$ cat src/design/lmsfir_pkg.sv
// Shared constants, widths and types of the LMS adaptive FIR equalizer.
package lmsfir_pkg;

    localparam int DEF_NUM_TAPS = 16;

    localparam int SAMPLE_W = 16;
    localparam int STEP_W   = 16;
    localparam int ERR_W    = 17;
    localparam int WEIGHT_W = 24;

    localparam logic [STEP_W-1:0]   STEP_RESET = 16'd328;
    localparam logic [WEIGHT_W-1:0] W_ONE      = 24'h100000;

    // shared multiplier: A holds a weight, err or mu*err, B a sample or mu
    localparam int MUL_A_W = 34;
    localparam int MUL_B_W = 17;
    localparam int PROD_W  = MUL_A_W + MUL_B_W;
    localparam int FIR_PROD_W = WEIGHT_W + SAMPLE_W;

    localparam int OUT_FRAC = 20;
    localparam int UPD_FRAC = 26;
    localparam int DW_W     = PROD_W - UPD_FRAC;

    typedef struct packed {
        logic mul_en;
        logic accum;
        logic acc_clr;
    } mac_ctrl_t;

endpackage

$ cat src/design/lmsfir_in_if.sv
// Input channel: one received sample and one training sample per transaction.
interface lmsfir_in_if;
    import lmsfir_pkg::*;

    logic                       valid;
    logic                       ready;
    logic signed [SAMPLE_W-1:0] sample_in;
    logic signed [SAMPLE_W-1:0] desired_sample;

    modport source (output valid, output sample_in, output desired_sample, input ready);
    modport sink   (input valid, input sample_in, input desired_sample, output ready);
endinterface

$ cat src/design/lmsfir_out_if.sv
// Output channel: filter output and error per transaction.
interface lmsfir_out_if;
    import lmsfir_pkg::*;

    logic                       valid;
    logic                       ready;
    logic signed [SAMPLE_W-1:0] filter_out;
    logic signed [ERR_W-1:0]    error_out;

    modport source (output valid, output filter_out, output error_out, input ready);
    modport sink   (input valid, input filter_out, input error_out, output ready);
endinterface

$ cat src/design/lms_adaptive_fir_equalizer.sv
// A result is registered in the load state once the output register is free, after the
// filter pass and the error and mu*err steps; a new transaction is taken only in idle,
// after the update pass. Each pass reads one tap per cycle through the one shared multiplier.
// Reset: step size 328, delay line zero, weights zero except center tap 1.0;
// valid bits give these values at once, no clearing pass.
module lms_adaptive_fir_equalizer #(
    parameter int NUM_TAPS = lmsfir_pkg::DEF_NUM_TAPS
) (
    input  logic                                clk,
    input  logic                                rst_n,
    input  logic                                step_size_we,
    input  logic [lmsfir_pkg::STEP_W-1:0]       step_size,
    lmsfir_in_if.sink                           samples,
    lmsfir_out_if.source                        results
);
    import lmsfir_pkg::*;

    localparam int AW    = (NUM_TAPS > 1) ? $clog2(NUM_TAPS) : 1;
    localparam int ACC_W = FIR_PROD_W + $clog2(NUM_TAPS);
    localparam logic [AW-1:0] LAST = AW'(NUM_TAPS - 1);

    localparam logic signed [ACC_W-1:0]    OUT_HALF = ACC_W'(64'd1 << (OUT_FRAC - 1));
    localparam logic signed [ACC_W-1:0]    Y_MAX    = ACC_W'(32767);
    localparam logic signed [ACC_W-1:0]    Y_MIN    = ~Y_MAX;
    localparam logic signed [PROD_W-1:0]   UPD_HALF = PROD_W'(64'd1 << (UPD_FRAC - 1));
    localparam logic signed [WEIGHT_W+1:0] W_MAX    = (WEIGHT_W+2)'(8388607);
    localparam logic signed [WEIGHT_W+1:0] W_MIN    = ~W_MAX;

    localparam logic [3:0] S_IDLE = 4'd0;
    localparam logic [3:0] S_FIR  = 4'd1;
    localparam logic [3:0] S_FDRN = 4'd2;
    localparam logic [3:0] S_ERR  = 4'd3;
    localparam logic [3:0] S_MUE  = 4'd4;
    localparam logic [3:0] S_LOAD = 4'd5;
    localparam logic [3:0] S_UPD  = 4'd6;
    localparam logic [3:0] S_UDRN = 4'd7;

    logic [3:0]                 state_reg, state_next;
    logic [STEP_W-1:0]          step_reg;
    logic [AW-1:0]              idx_reg;
    logic [AW-1:0]              daddr_reg;
    logic [AW-1:0]              ptr_reg;
    logic [AW-1:0]              ptr_next;
    logic [1:0]                 drain_reg;
    logic                       ph_upd_reg;
    logic                       rd_v_reg;
    logic                       p_v_reg;
    logic                       dw_v_reg;
    logic [AW-1:0]              addr1_reg, addr2_reg, addr3_reg;
    logic signed [SAMPLE_W-1:0] desired_reg;
    logic signed [ERR_W-1:0]    err_reg;
    logic signed [MUL_A_W-1:0]  mue_reg;
    logic signed [WEIGHT_W-1:0] w_p_reg, w_q_reg;
    logic signed [DW_W-1:0]     dw_reg;
    logic                       out_valid_reg;
    logic signed [SAMPLE_W-1:0] out_y_reg;
    logic signed [ERR_W-1:0]    out_err_reg;

    logic                       accept;
    logic                       out_free;
    logic [AW-1:0]              daddr_inc;
    logic signed [SAMPLE_W-1:0] d_rdata;
    logic signed [WEIGHT_W-1:0] w_rdata;
    logic signed [WEIGHT_W-1:0] w_wdata;
    logic signed [WEIGHT_W+1:0] w_sum;
    logic signed [ACC_W-1:0]    acc;
    logic signed [ACC_W-1:0]    acc_sh;
    logic signed [SAMPLE_W-1:0] y_sat;
    logic signed [PROD_W-1:0]   prod;
    logic signed [PROD_W-1:0]   p_rnd;
    logic signed [MUL_A_W-1:0]  mul_a;
    logic signed [MUL_B_W-1:0]  mul_b;
    mac_ctrl_t                  mac_ctrl;

    assign accept    = samples.valid && samples.ready;
    assign out_free  = !out_valid_reg || results.ready;
    assign ptr_next  = (ptr_reg == '0) ? LAST : ptr_reg - AW'(1);
    assign daddr_inc = (daddr_reg == LAST) ? '0 : daddr_reg + AW'(1);

    assign samples.ready     = (state_reg == S_IDLE);
    assign results.valid     = out_valid_reg;
    assign results.filter_out = out_y_reg;
    assign results.error_out = out_err_reg;

    always_comb
    begin
        acc_sh = (acc + OUT_HALF) >>> OUT_FRAC;
        if (acc_sh > Y_MAX)
        begin
            y_sat = SAMPLE_W'(Y_MAX);
        end
        else if (acc_sh < Y_MIN)
        begin
            y_sat = SAMPLE_W'(Y_MIN);
        end
        else
        begin
            y_sat = acc_sh[SAMPLE_W-1:0];
        end
    end

    assign p_rnd = prod + UPD_HALF;

    always_comb
    begin
        w_sum = (WEIGHT_W+2)'(w_q_reg) + (WEIGHT_W+2)'(dw_reg);
        if (w_sum > W_MAX)
        begin
            w_wdata = WEIGHT_W'(W_MAX);
        end
        else if (w_sum < W_MIN)
        begin
            w_wdata = WEIGHT_W'(W_MIN);
        end
        else
        begin
            w_wdata = w_sum[WEIGHT_W-1:0];
        end
    end

    always_comb
    begin
        mac_ctrl.mul_en  = rd_v_reg || (state_reg == S_MUE);
        mac_ctrl.accum   = rd_v_reg && !ph_upd_reg;
        mac_ctrl.acc_clr = accept;
        if (state_reg == S_MUE)
        begin
            mul_a = MUL_A_W'(err_reg);
            mul_b = $signed({1'b0, step_reg});
        end
        else if (ph_upd_reg)
        begin
            mul_a = mue_reg;
            mul_b = MUL_B_W'(d_rdata);
        end
        else
        begin
            mul_a = MUL_A_W'(w_rdata);
            mul_b = MUL_B_W'(d_rdata);
        end
    end

    always_comb
    begin
        state_next = state_reg;
        unique case (state_reg)
            S_IDLE: if (accept) state_next = S_FIR;
            S_FIR:  if (idx_reg == LAST) state_next = S_FDRN;
            S_FDRN: if (drain_reg == '0) state_next = S_ERR;
            S_ERR:  state_next = S_MUE;
            S_MUE:  state_next = S_LOAD;
            S_LOAD: if (out_free) state_next = S_UPD;
            S_UPD:  if (idx_reg == LAST) state_next = S_UDRN;
            S_UDRN: if (drain_reg == '0) state_next = S_IDLE;
            default: state_next = S_IDLE;
        endcase
    end

    always_ff @(posedge clk or negedge rst_n)
    begin
        if (!rst_n)
        begin
            state_reg     <= S_IDLE;
            step_reg      <= STEP_RESET;
            ptr_reg       <= '0;
            idx_reg       <= '0;
            daddr_reg     <= '0;
            drain_reg     <= '0;
            ph_upd_reg    <= 1'b0;
            rd_v_reg      <= 1'b0;
            p_v_reg       <= 1'b0;
            dw_v_reg      <= 1'b0;
            out_valid_reg <= 1'b0;
        end
        else
        begin
            state_reg <= state_next;
            if (step_size_we)
            begin
                step_reg <= step_size;
            end
            rd_v_reg <= (state_reg == S_FIR) || (state_reg == S_UPD);
            p_v_reg  <= rd_v_reg;
            dw_v_reg <= p_v_reg && ph_upd_reg;

            if (state_reg == S_FIR || state_reg == S_UPD)
            begin
                idx_reg   <= idx_reg + AW'(1);
                daddr_reg <= daddr_inc;
                drain_reg <= (state_reg == S_FIR) ? 2'd1 : 2'd2;
            end
            else if (drain_reg != '0)
            begin
                drain_reg <= drain_reg - 2'd1;
            end

            if (accept)
            begin
                ptr_reg    <= ptr_next;
                daddr_reg  <= ptr_next;
                idx_reg    <= '0;
                ph_upd_reg <= 1'b0;
            end

            if (state_reg == S_LOAD && out_free)
            begin
                idx_reg       <= '0;
                daddr_reg     <= ptr_reg;
                ph_upd_reg    <= 1'b1;
                out_valid_reg <= 1'b1;
            end
            else if (results.valid && results.ready)
            begin
                out_valid_reg <= 1'b0;
            end
        end
    end

    always_ff @(posedge clk)
    begin
        if (accept)
        begin
            desired_reg <= samples.desired_sample;
        end
        if (state_reg == S_ERR)
        begin
            err_reg   <= ERR_W'(desired_reg) - ERR_W'(y_sat);
        end
        if (state_reg == S_LOAD && out_free)
        begin
            out_y_reg   <= y_sat;
            out_err_reg <= err_reg;
            mue_reg     <= prod[MUL_A_W-1:0];
        end
        addr1_reg <= idx_reg;
        addr2_reg <= addr1_reg;
        addr3_reg <= addr2_reg;
        w_p_reg   <= w_rdata;
        w_q_reg   <= w_p_reg;
        dw_reg    <= p_rnd[PROD_W-1:UPD_FRAC];
    end

    lmsfir_mac #(
        .ACC_W (ACC_W)
    ) u_mac (
        .clk   (clk),
        .rst_n (rst_n),
        .ctrl  (mac_ctrl),
        .a     (mul_a),
        .b     (mul_b),
        .prod  (prod),
        .acc   (acc)
    );

    lmsfir_mem #(
        .NUM_TAPS (NUM_TAPS)
    ) u_mem (
        .clk     (clk),
        .rst_n   (rst_n),
        .d_we    (accept),
        .d_waddr (ptr_next),
        .d_wdata (samples.sample_in),
        .d_raddr (daddr_reg),
        .d_rdata (d_rdata),
        .w_we    (dw_v_reg),
        .w_waddr (addr3_reg),
        .w_wdata (w_wdata),
        .w_raddr (idx_reg),
        .w_rdata (w_rdata)
    );
endmodule

$ cat src/design/lmsfir_mac.sv
// Shared registered multiplier with accumulator.
module lmsfir_mac #(
    parameter int ACC_W = lmsfir_pkg::FIR_PROD_W + $clog2(lmsfir_pkg::DEF_NUM_TAPS)
) (
    input  logic                                   clk,
    input  logic                                   rst_n,
    input  lmsfir_pkg::mac_ctrl_t                  ctrl,
    input  logic signed [lmsfir_pkg::MUL_A_W-1:0]  a,
    input  logic signed [lmsfir_pkg::MUL_B_W-1:0]  b,
    output logic signed [lmsfir_pkg::PROD_W-1:0]   prod,
    output logic signed [ACC_W-1:0]                acc
);
    import lmsfir_pkg::*;

    logic signed [PROD_W-1:0] prod_reg;
    logic signed [ACC_W-1:0]  acc_reg;
    logic                     pv_reg;

    always_ff @(posedge clk or negedge rst_n)
    begin
        if (!rst_n)
        begin
            pv_reg <= 1'b0;
        end
        else
        begin
            pv_reg <= ctrl.mul_en && ctrl.accum;
        end
    end

    always_ff @(posedge clk)
    begin
        if (ctrl.mul_en)
        begin
            prod_reg <= a * b;
        end
        if (ctrl.acc_clr)
        begin
            acc_reg <= '0;
        end
        else if (pv_reg)
        begin
            acc_reg <= acc_reg + $signed(prod_reg[ACC_W-1:0]);
        end
    end

    assign prod = prod_reg;
    assign acc  = acc_reg;
endmodule

$ cat src/design/lmsfir_mem.sv
// Delay-line and tap-weight memories with per-entry valid bits for reset values.
module lmsfir_mem #(
    parameter  int NUM_TAPS = lmsfir_pkg::DEF_NUM_TAPS,
    localparam int AW       = (NUM_TAPS > 1) ? $clog2(NUM_TAPS) : 1
) (
    input  logic                                    clk,
    input  logic                                    rst_n,
    input  logic                                    d_we,
    input  logic [AW-1:0]                           d_waddr,
    input  logic signed [lmsfir_pkg::SAMPLE_W-1:0]  d_wdata,
    input  logic [AW-1:0]                           d_raddr,
    output logic signed [lmsfir_pkg::SAMPLE_W-1:0]  d_rdata,
    input  logic                                    w_we,
    input  logic [AW-1:0]                           w_waddr,
    input  logic signed [lmsfir_pkg::WEIGHT_W-1:0]  w_wdata,
    input  logic [AW-1:0]                           w_raddr,
    output logic signed [lmsfir_pkg::WEIGHT_W-1:0]  w_rdata
);
    import lmsfir_pkg::*;

    localparam logic [AW-1:0] CENTER = AW'(NUM_TAPS / 2);

    logic signed [SAMPLE_W-1:0] dmem [NUM_TAPS];
    logic signed [WEIGHT_W-1:0] wmem [NUM_TAPS];
    logic [NUM_TAPS-1:0]        d_vld_reg;
    logic [NUM_TAPS-1:0]        w_vld_reg;
    logic signed [SAMPLE_W-1:0] d_rdata_reg;
    logic signed [WEIGHT_W-1:0] w_rdata_reg;

    always_ff @(posedge clk or negedge rst_n)
    begin
        if (!rst_n)
        begin
            d_vld_reg <= '0;
            w_vld_reg <= '0;
        end
        else
        begin
            if (d_we)
            begin
                d_vld_reg[d_waddr] <= 1'b1;
            end
            if (w_we)
            begin
                w_vld_reg[w_waddr] <= 1'b1;
            end
        end
    end

    always_ff @(posedge clk)
    begin
        if (d_we)
        begin
            dmem[d_waddr] <= d_wdata;
        end
        if (w_we)
        begin
            wmem[w_waddr] <= w_wdata;
        end
        d_rdata_reg <= d_vld_reg[d_raddr] ? dmem[d_raddr] : '0;
        if (w_vld_reg[w_raddr])
        begin
            w_rdata_reg <= wmem[w_raddr];
        end
        else
        begin
            w_rdata_reg <= (w_raddr == CENTER) ? $signed(W_ONE) : '0;
        end
    end

    assign d_rdata = d_rdata_reg;
    assign w_rdata = w_rdata_reg;
endmodule
$ cat src/flat_wrapper.sv
// flat-port wrapper written by rule: the top's interface ports become plain ports
module lms_adaptive_fir_equalizer_flat import lmsfir_pkg::*;
#(
    parameter int NUM_TAPS = lmsfir_pkg::DEF_NUM_TAPS
)
  (clk, rst_n, step_size_we, step_size, samples_valid, samples_sample_in, samples_desired_sample, samples_ready, results_valid, results_filter_out, results_error_out, results_ready);
  lmsfir_in_if samples_i ();
  lmsfir_out_if results_i ();
  input  logic clk;
  input  logic rst_n;
  input  logic step_size_we;
  input  logic [lmsfir_pkg::STEP_W-1:0] step_size;
  input wire logic [$bits(samples_i.valid)-1:0] samples_valid;
  input wire logic [$bits(samples_i.sample_in)-1:0] samples_sample_in;
  input wire logic [$bits(samples_i.desired_sample)-1:0] samples_desired_sample;
  output wire logic [$bits(samples_i.ready)-1:0] samples_ready;
  output wire logic [$bits(results_i.valid)-1:0] results_valid;
  output wire logic [$bits(results_i.filter_out)-1:0] results_filter_out;
  output wire logic [$bits(results_i.error_out)-1:0] results_error_out;
  input wire logic [$bits(results_i.ready)-1:0] results_ready;
  assign samples_i.valid = samples_valid;
  assign samples_i.sample_in = samples_sample_in;
  assign samples_i.desired_sample = samples_desired_sample;
  assign samples_ready = samples_i.ready;
  assign results_valid = results_i.valid;
  assign results_filter_out = results_i.filter_out;
  assign results_error_out = results_i.error_out;
  assign results_i.ready = results_ready;
  lms_adaptive_fir_equalizer #(.NUM_TAPS(NUM_TAPS)) u_core (.clk(clk), .rst_n(rst_n), .step_size_we(step_size_we), .step_size(step_size), .samples(samples_i), .results(results_i));
endmodule
$ cat config.mk
export PLATFORM = sky130hd
export DESIGN_NAME = lms_adaptive_fir_equalizer_flat
export DESIGN_NICKNAME = d
export VERILOG_FILES = /design/src/design/lmsfir_pkg.sv /design/src/design/lmsfir_in_if.sv /design/src/design/lmsfir_out_if.sv /design/src/design/lms_adaptive_fir_equalizer.sv /design/src/design/lmsfir_mac.sv /design/src/design/lmsfir_mem.sv /design/src/flat_wrapper.sv
export SDC_FILE = /design/constraint.sdc
export NUM_CORES = 2
export LEC_CHECK = 0
export ABC_AREA = 1
export BUFFER_PORTS_ARGS = -buffer_cell sky130_fd_sc_hd__clkbuf_2
export CAP_MARGIN = 20
export CELL_PAD_IN_SITES_DETAIL_PLACEMENT = 1
export CELL_PAD_IN_SITES_GLOBAL_PLACEMENT = 2
export CORE_UTILIZATION = 45
export CTS_CLUSTER_SIZE = 20
export DETAILED_ROUTE_END_ITERATION = 6
export HOLD_SLACK_MARGIN = 0.15
export PLACE_DENSITY = 0.89
export SKIP_CTS_REPAIR_TIMING = 1
export SLEW_MARGIN = 20
export SYNTH_ARGS = -nofsm -noshare
export SYNTH_HDL_FRONTEND = slang
export SYNTH_SLANG_ARGS = --single-unit
export TNS_END_PERCENT = 1
$ cat constraint.sdc
create_clock -name clk -period 10.1 [get_ports clk]
set_input_delay 2.02 -clock clk [delete_from_list [all_inputs] [get_ports clk]]
set_output_delay 2.02 -clock clk [all_outputs]
set_load 0.05 [all_outputs]
==> results.yml <==
yosys:
  seq_area_frac_synth: 0.448
  synth_commonest_cells: "nand2_1, inv_1, nor2_1, edfxtp_1, fa_1"
  synth_edf_count: 791
  synth.cell_area_um2: 64600
  post-synth-top-count-cell: "nand2_1"
  synth.net_count: 7530
  ys_ff_latch: 1031
  synthFlopType: "edfxtp_1"
  synth_cells: 6709
  ys_types: 51
  synthArstFlopShare: 0.0689
  syn_area_per_cell_um2: 9.62
  synth.area.top_cells: "edfxtp_1, fa_1, nand2_1"
  yosys.area.top_type: "edfxtp_1"
  yosysTopAreaCellShare: 0.368
  yosys_warnings: 0
routing:
  drc_errors: 0
  ant_nets: 0
  first_iter_violations: 4240
  vias: 49000
  routedWlPerCell_um: 24.9
  drtPass1Iterations: 6
  viasPerCell: 5.60
  wirelength_um: 218000
worst_setup_path:
  worstPathMaxFanout: 17
  start_kind: "flop"
  critPathCaptureType: "flop"
  path_class: "reg -> reg"
  crit_arrival_ns: 9.46
  reg2reg_slack_ns: 1.05
  required_ns: 10.50
  r2r_cells: 23
  r2r_end: "u_core.u_mac.prod[26]"
  crit_path_start: "u_core.ph_upd_reg"
  rr_startpoint: "u_core.ph_upd_reg"
placed_design:
  hpwl_um: 156000
  portBuffers: 87
  place.gp.congestion: 0.969
  post-place-ws_ns: 1.25
  placed_cell_area_um2: 67200
cells_and_area:
  largest_reg_flops: 384
  fin_area_um2: 71100
  postLayoutCoreUtil: 0.501
  fin_nets: 7583
  area_growth_syn_to_layout_pct: 10.1
  drive_gt1_frac: 0.0675
hold_path:
  hold_end: "u_core.w_q_reg[18]"
  hp-start: "u_core.w_p_reg[18]"
  min_path_type: "reg -> reg"
  whs_path_depth: 0
timing:
  fin_ws_ns: 1.05
  worst_pin_slew_ns: 1.15
  setup_viol_count_final: 0
  slew-limit-headroom: 0.228
  post-route-min-period_ns: 9.05
  finClkSkew_ns: 0.100
  drv_slew: 0
  fmax_mhz: 110
  min_period_over_period: 0.896
  final.setup.tns_ns: 0
  rsz0062_at_grt: "no"
  finalHoldViolations: 0
clock_network:
  cts_root_buf: "clkbuf_16"
  clkTransAtPathRegs_ns: 0.06
  cts_inserted_buffers: 108
  cts.sinks: 1031
  clk_path_buf_depth: 3
  insertion_delay_ns: 0.78
  cts_tree: "done"
  htreeDepth: 3
grt:
  grtUsageTotal: 0.301
  grt_pass1_wl_um: 326000
  antenna_found_initial: 7
  grt_busiest_layer: "met2"
  grt_max_degree: 103
  grt_pass1_vias: 52600
  grt_util_met3: 0.0493
  use_met2: 0.494
  gr-total-overflow: 0
  grtUsageMet1: 0.402
outcome:
  status: "completed"
floorplan:
  initial_core_util: 0.455
  die-area_um2: 145000
  rows: 138
  core_area_um2: 142000
  pin_count: 88
  fp.dieW_um: 381
  die_h_um: 381
job:
  maxCapViolations: 0
[layout by cell type, fill, tap and decap left out, types with 98 or more instances in the layout]
cell       netlist  final
nand2_1       1315   1312
inv_1         1042   1039
nor2_1         837    803
edfxtp_1       791    791
fa_1           554    554
o21ai_0        454    446
a21oi_1        240    240
ha_1           214    214
nand3_1        211    210
dfxtp_1        169    169
o221ai_1       117    117
clkbuf_16        0    108
xor2_1          98     98
[layout make-up]
| class | count | area [µm²] |
|---|---|---|
| Clock buffer | 155 | 3010 |
| Tap cell | 1890 | 2360 |
| Multi-Input combinational cell | 4381 | 30900 |
| Timing Repair Buffer | 174 | 1260 |
| Antenna cell | 2 | 5.00 |
| Fill cell | 16000 | 70800 |
| Inverter | 1066 | 4010 |
| Sequential cell | 1031 | 28900 |
| Clock inverter | 50 | 642 |
[per-layer routing]
layer / wire length, µm / vias up
li1: - / 21800
met1: 92100 / 25200
met2: 103000 / 1608
met3: 14200 / 361
met4: 8030 / 6
met5: 44 / -
[worst max path at each step]
stage	to	slack [ns]	depth (start not counted)
finish	u_core.u_mac.prod[26]	1.05	23
global route	u_core.u_mac.prod[26]	0.95	23
CTS	u_core.u_mac.prod[26]	1.22	23
floorplan	u_core.u_mac.prod[24]	3.72	27
global placement	u_core.u_mac.prod[26]	1.31	23
detailed placement	u_core.u_mac.prod[26]	1.25	23
[cell families (layout without fill, tap and decap cells)]
| family | count (synthesis) | count (layout) | synth area share |
|---|---|---|---|
| compound gates | 1011 | 1011 | 0.0917 |
| simple gates | 2457 | 2457 | 0.150 |
| fa+ha+maj | 768 | 768 | 0.213 |
| mux | 4 | 4 | 0.000639 |
| xor+xnor | 141 | 141 | 0.0191 |
| buf+inv | 1297 | 1445 | 0.0769 |
| other cells | 0 | 2 | 0 |
| flops | 1031 | 1031 | 0.448 |
[stage by stage]
step,hold WS (ns),std cells
final,0.300,8749
after CTS,0.294,8738
after global placement,0.310,8533
after global routing,0.302,8747
after floorplan,0.310,6709
after detailed placement,0.313,8533
[critical path, stage by stage, from the launching register on]
cell	delay, ns
dfrtp_1	0.39
inv_1	0.42
buf_4	0.39
nor2_1	0.09
o21ai_0	0.85
nand2_1	0.60
clkinv_1	0.39
nand2_1	0.12
fa_1	0.52
fa_1	0.55
inv_1	0.05
fa_1	0.49
fa_1	0.52
fa_1	0.50
inv_1	0.06
fa_1	0.54
inv_1	0.07
ha_1	0.38
a21oi_1	0.32
o21ai_0	0.27
a21oi_1	0.30
o21ai_0	0.26
a21oi_1	0.43
xnor2_1	0.20
Power is left out: the tool's default activity adds up to more than one toggle a clock period on the data nets, which glitch-free logic cannot reach.
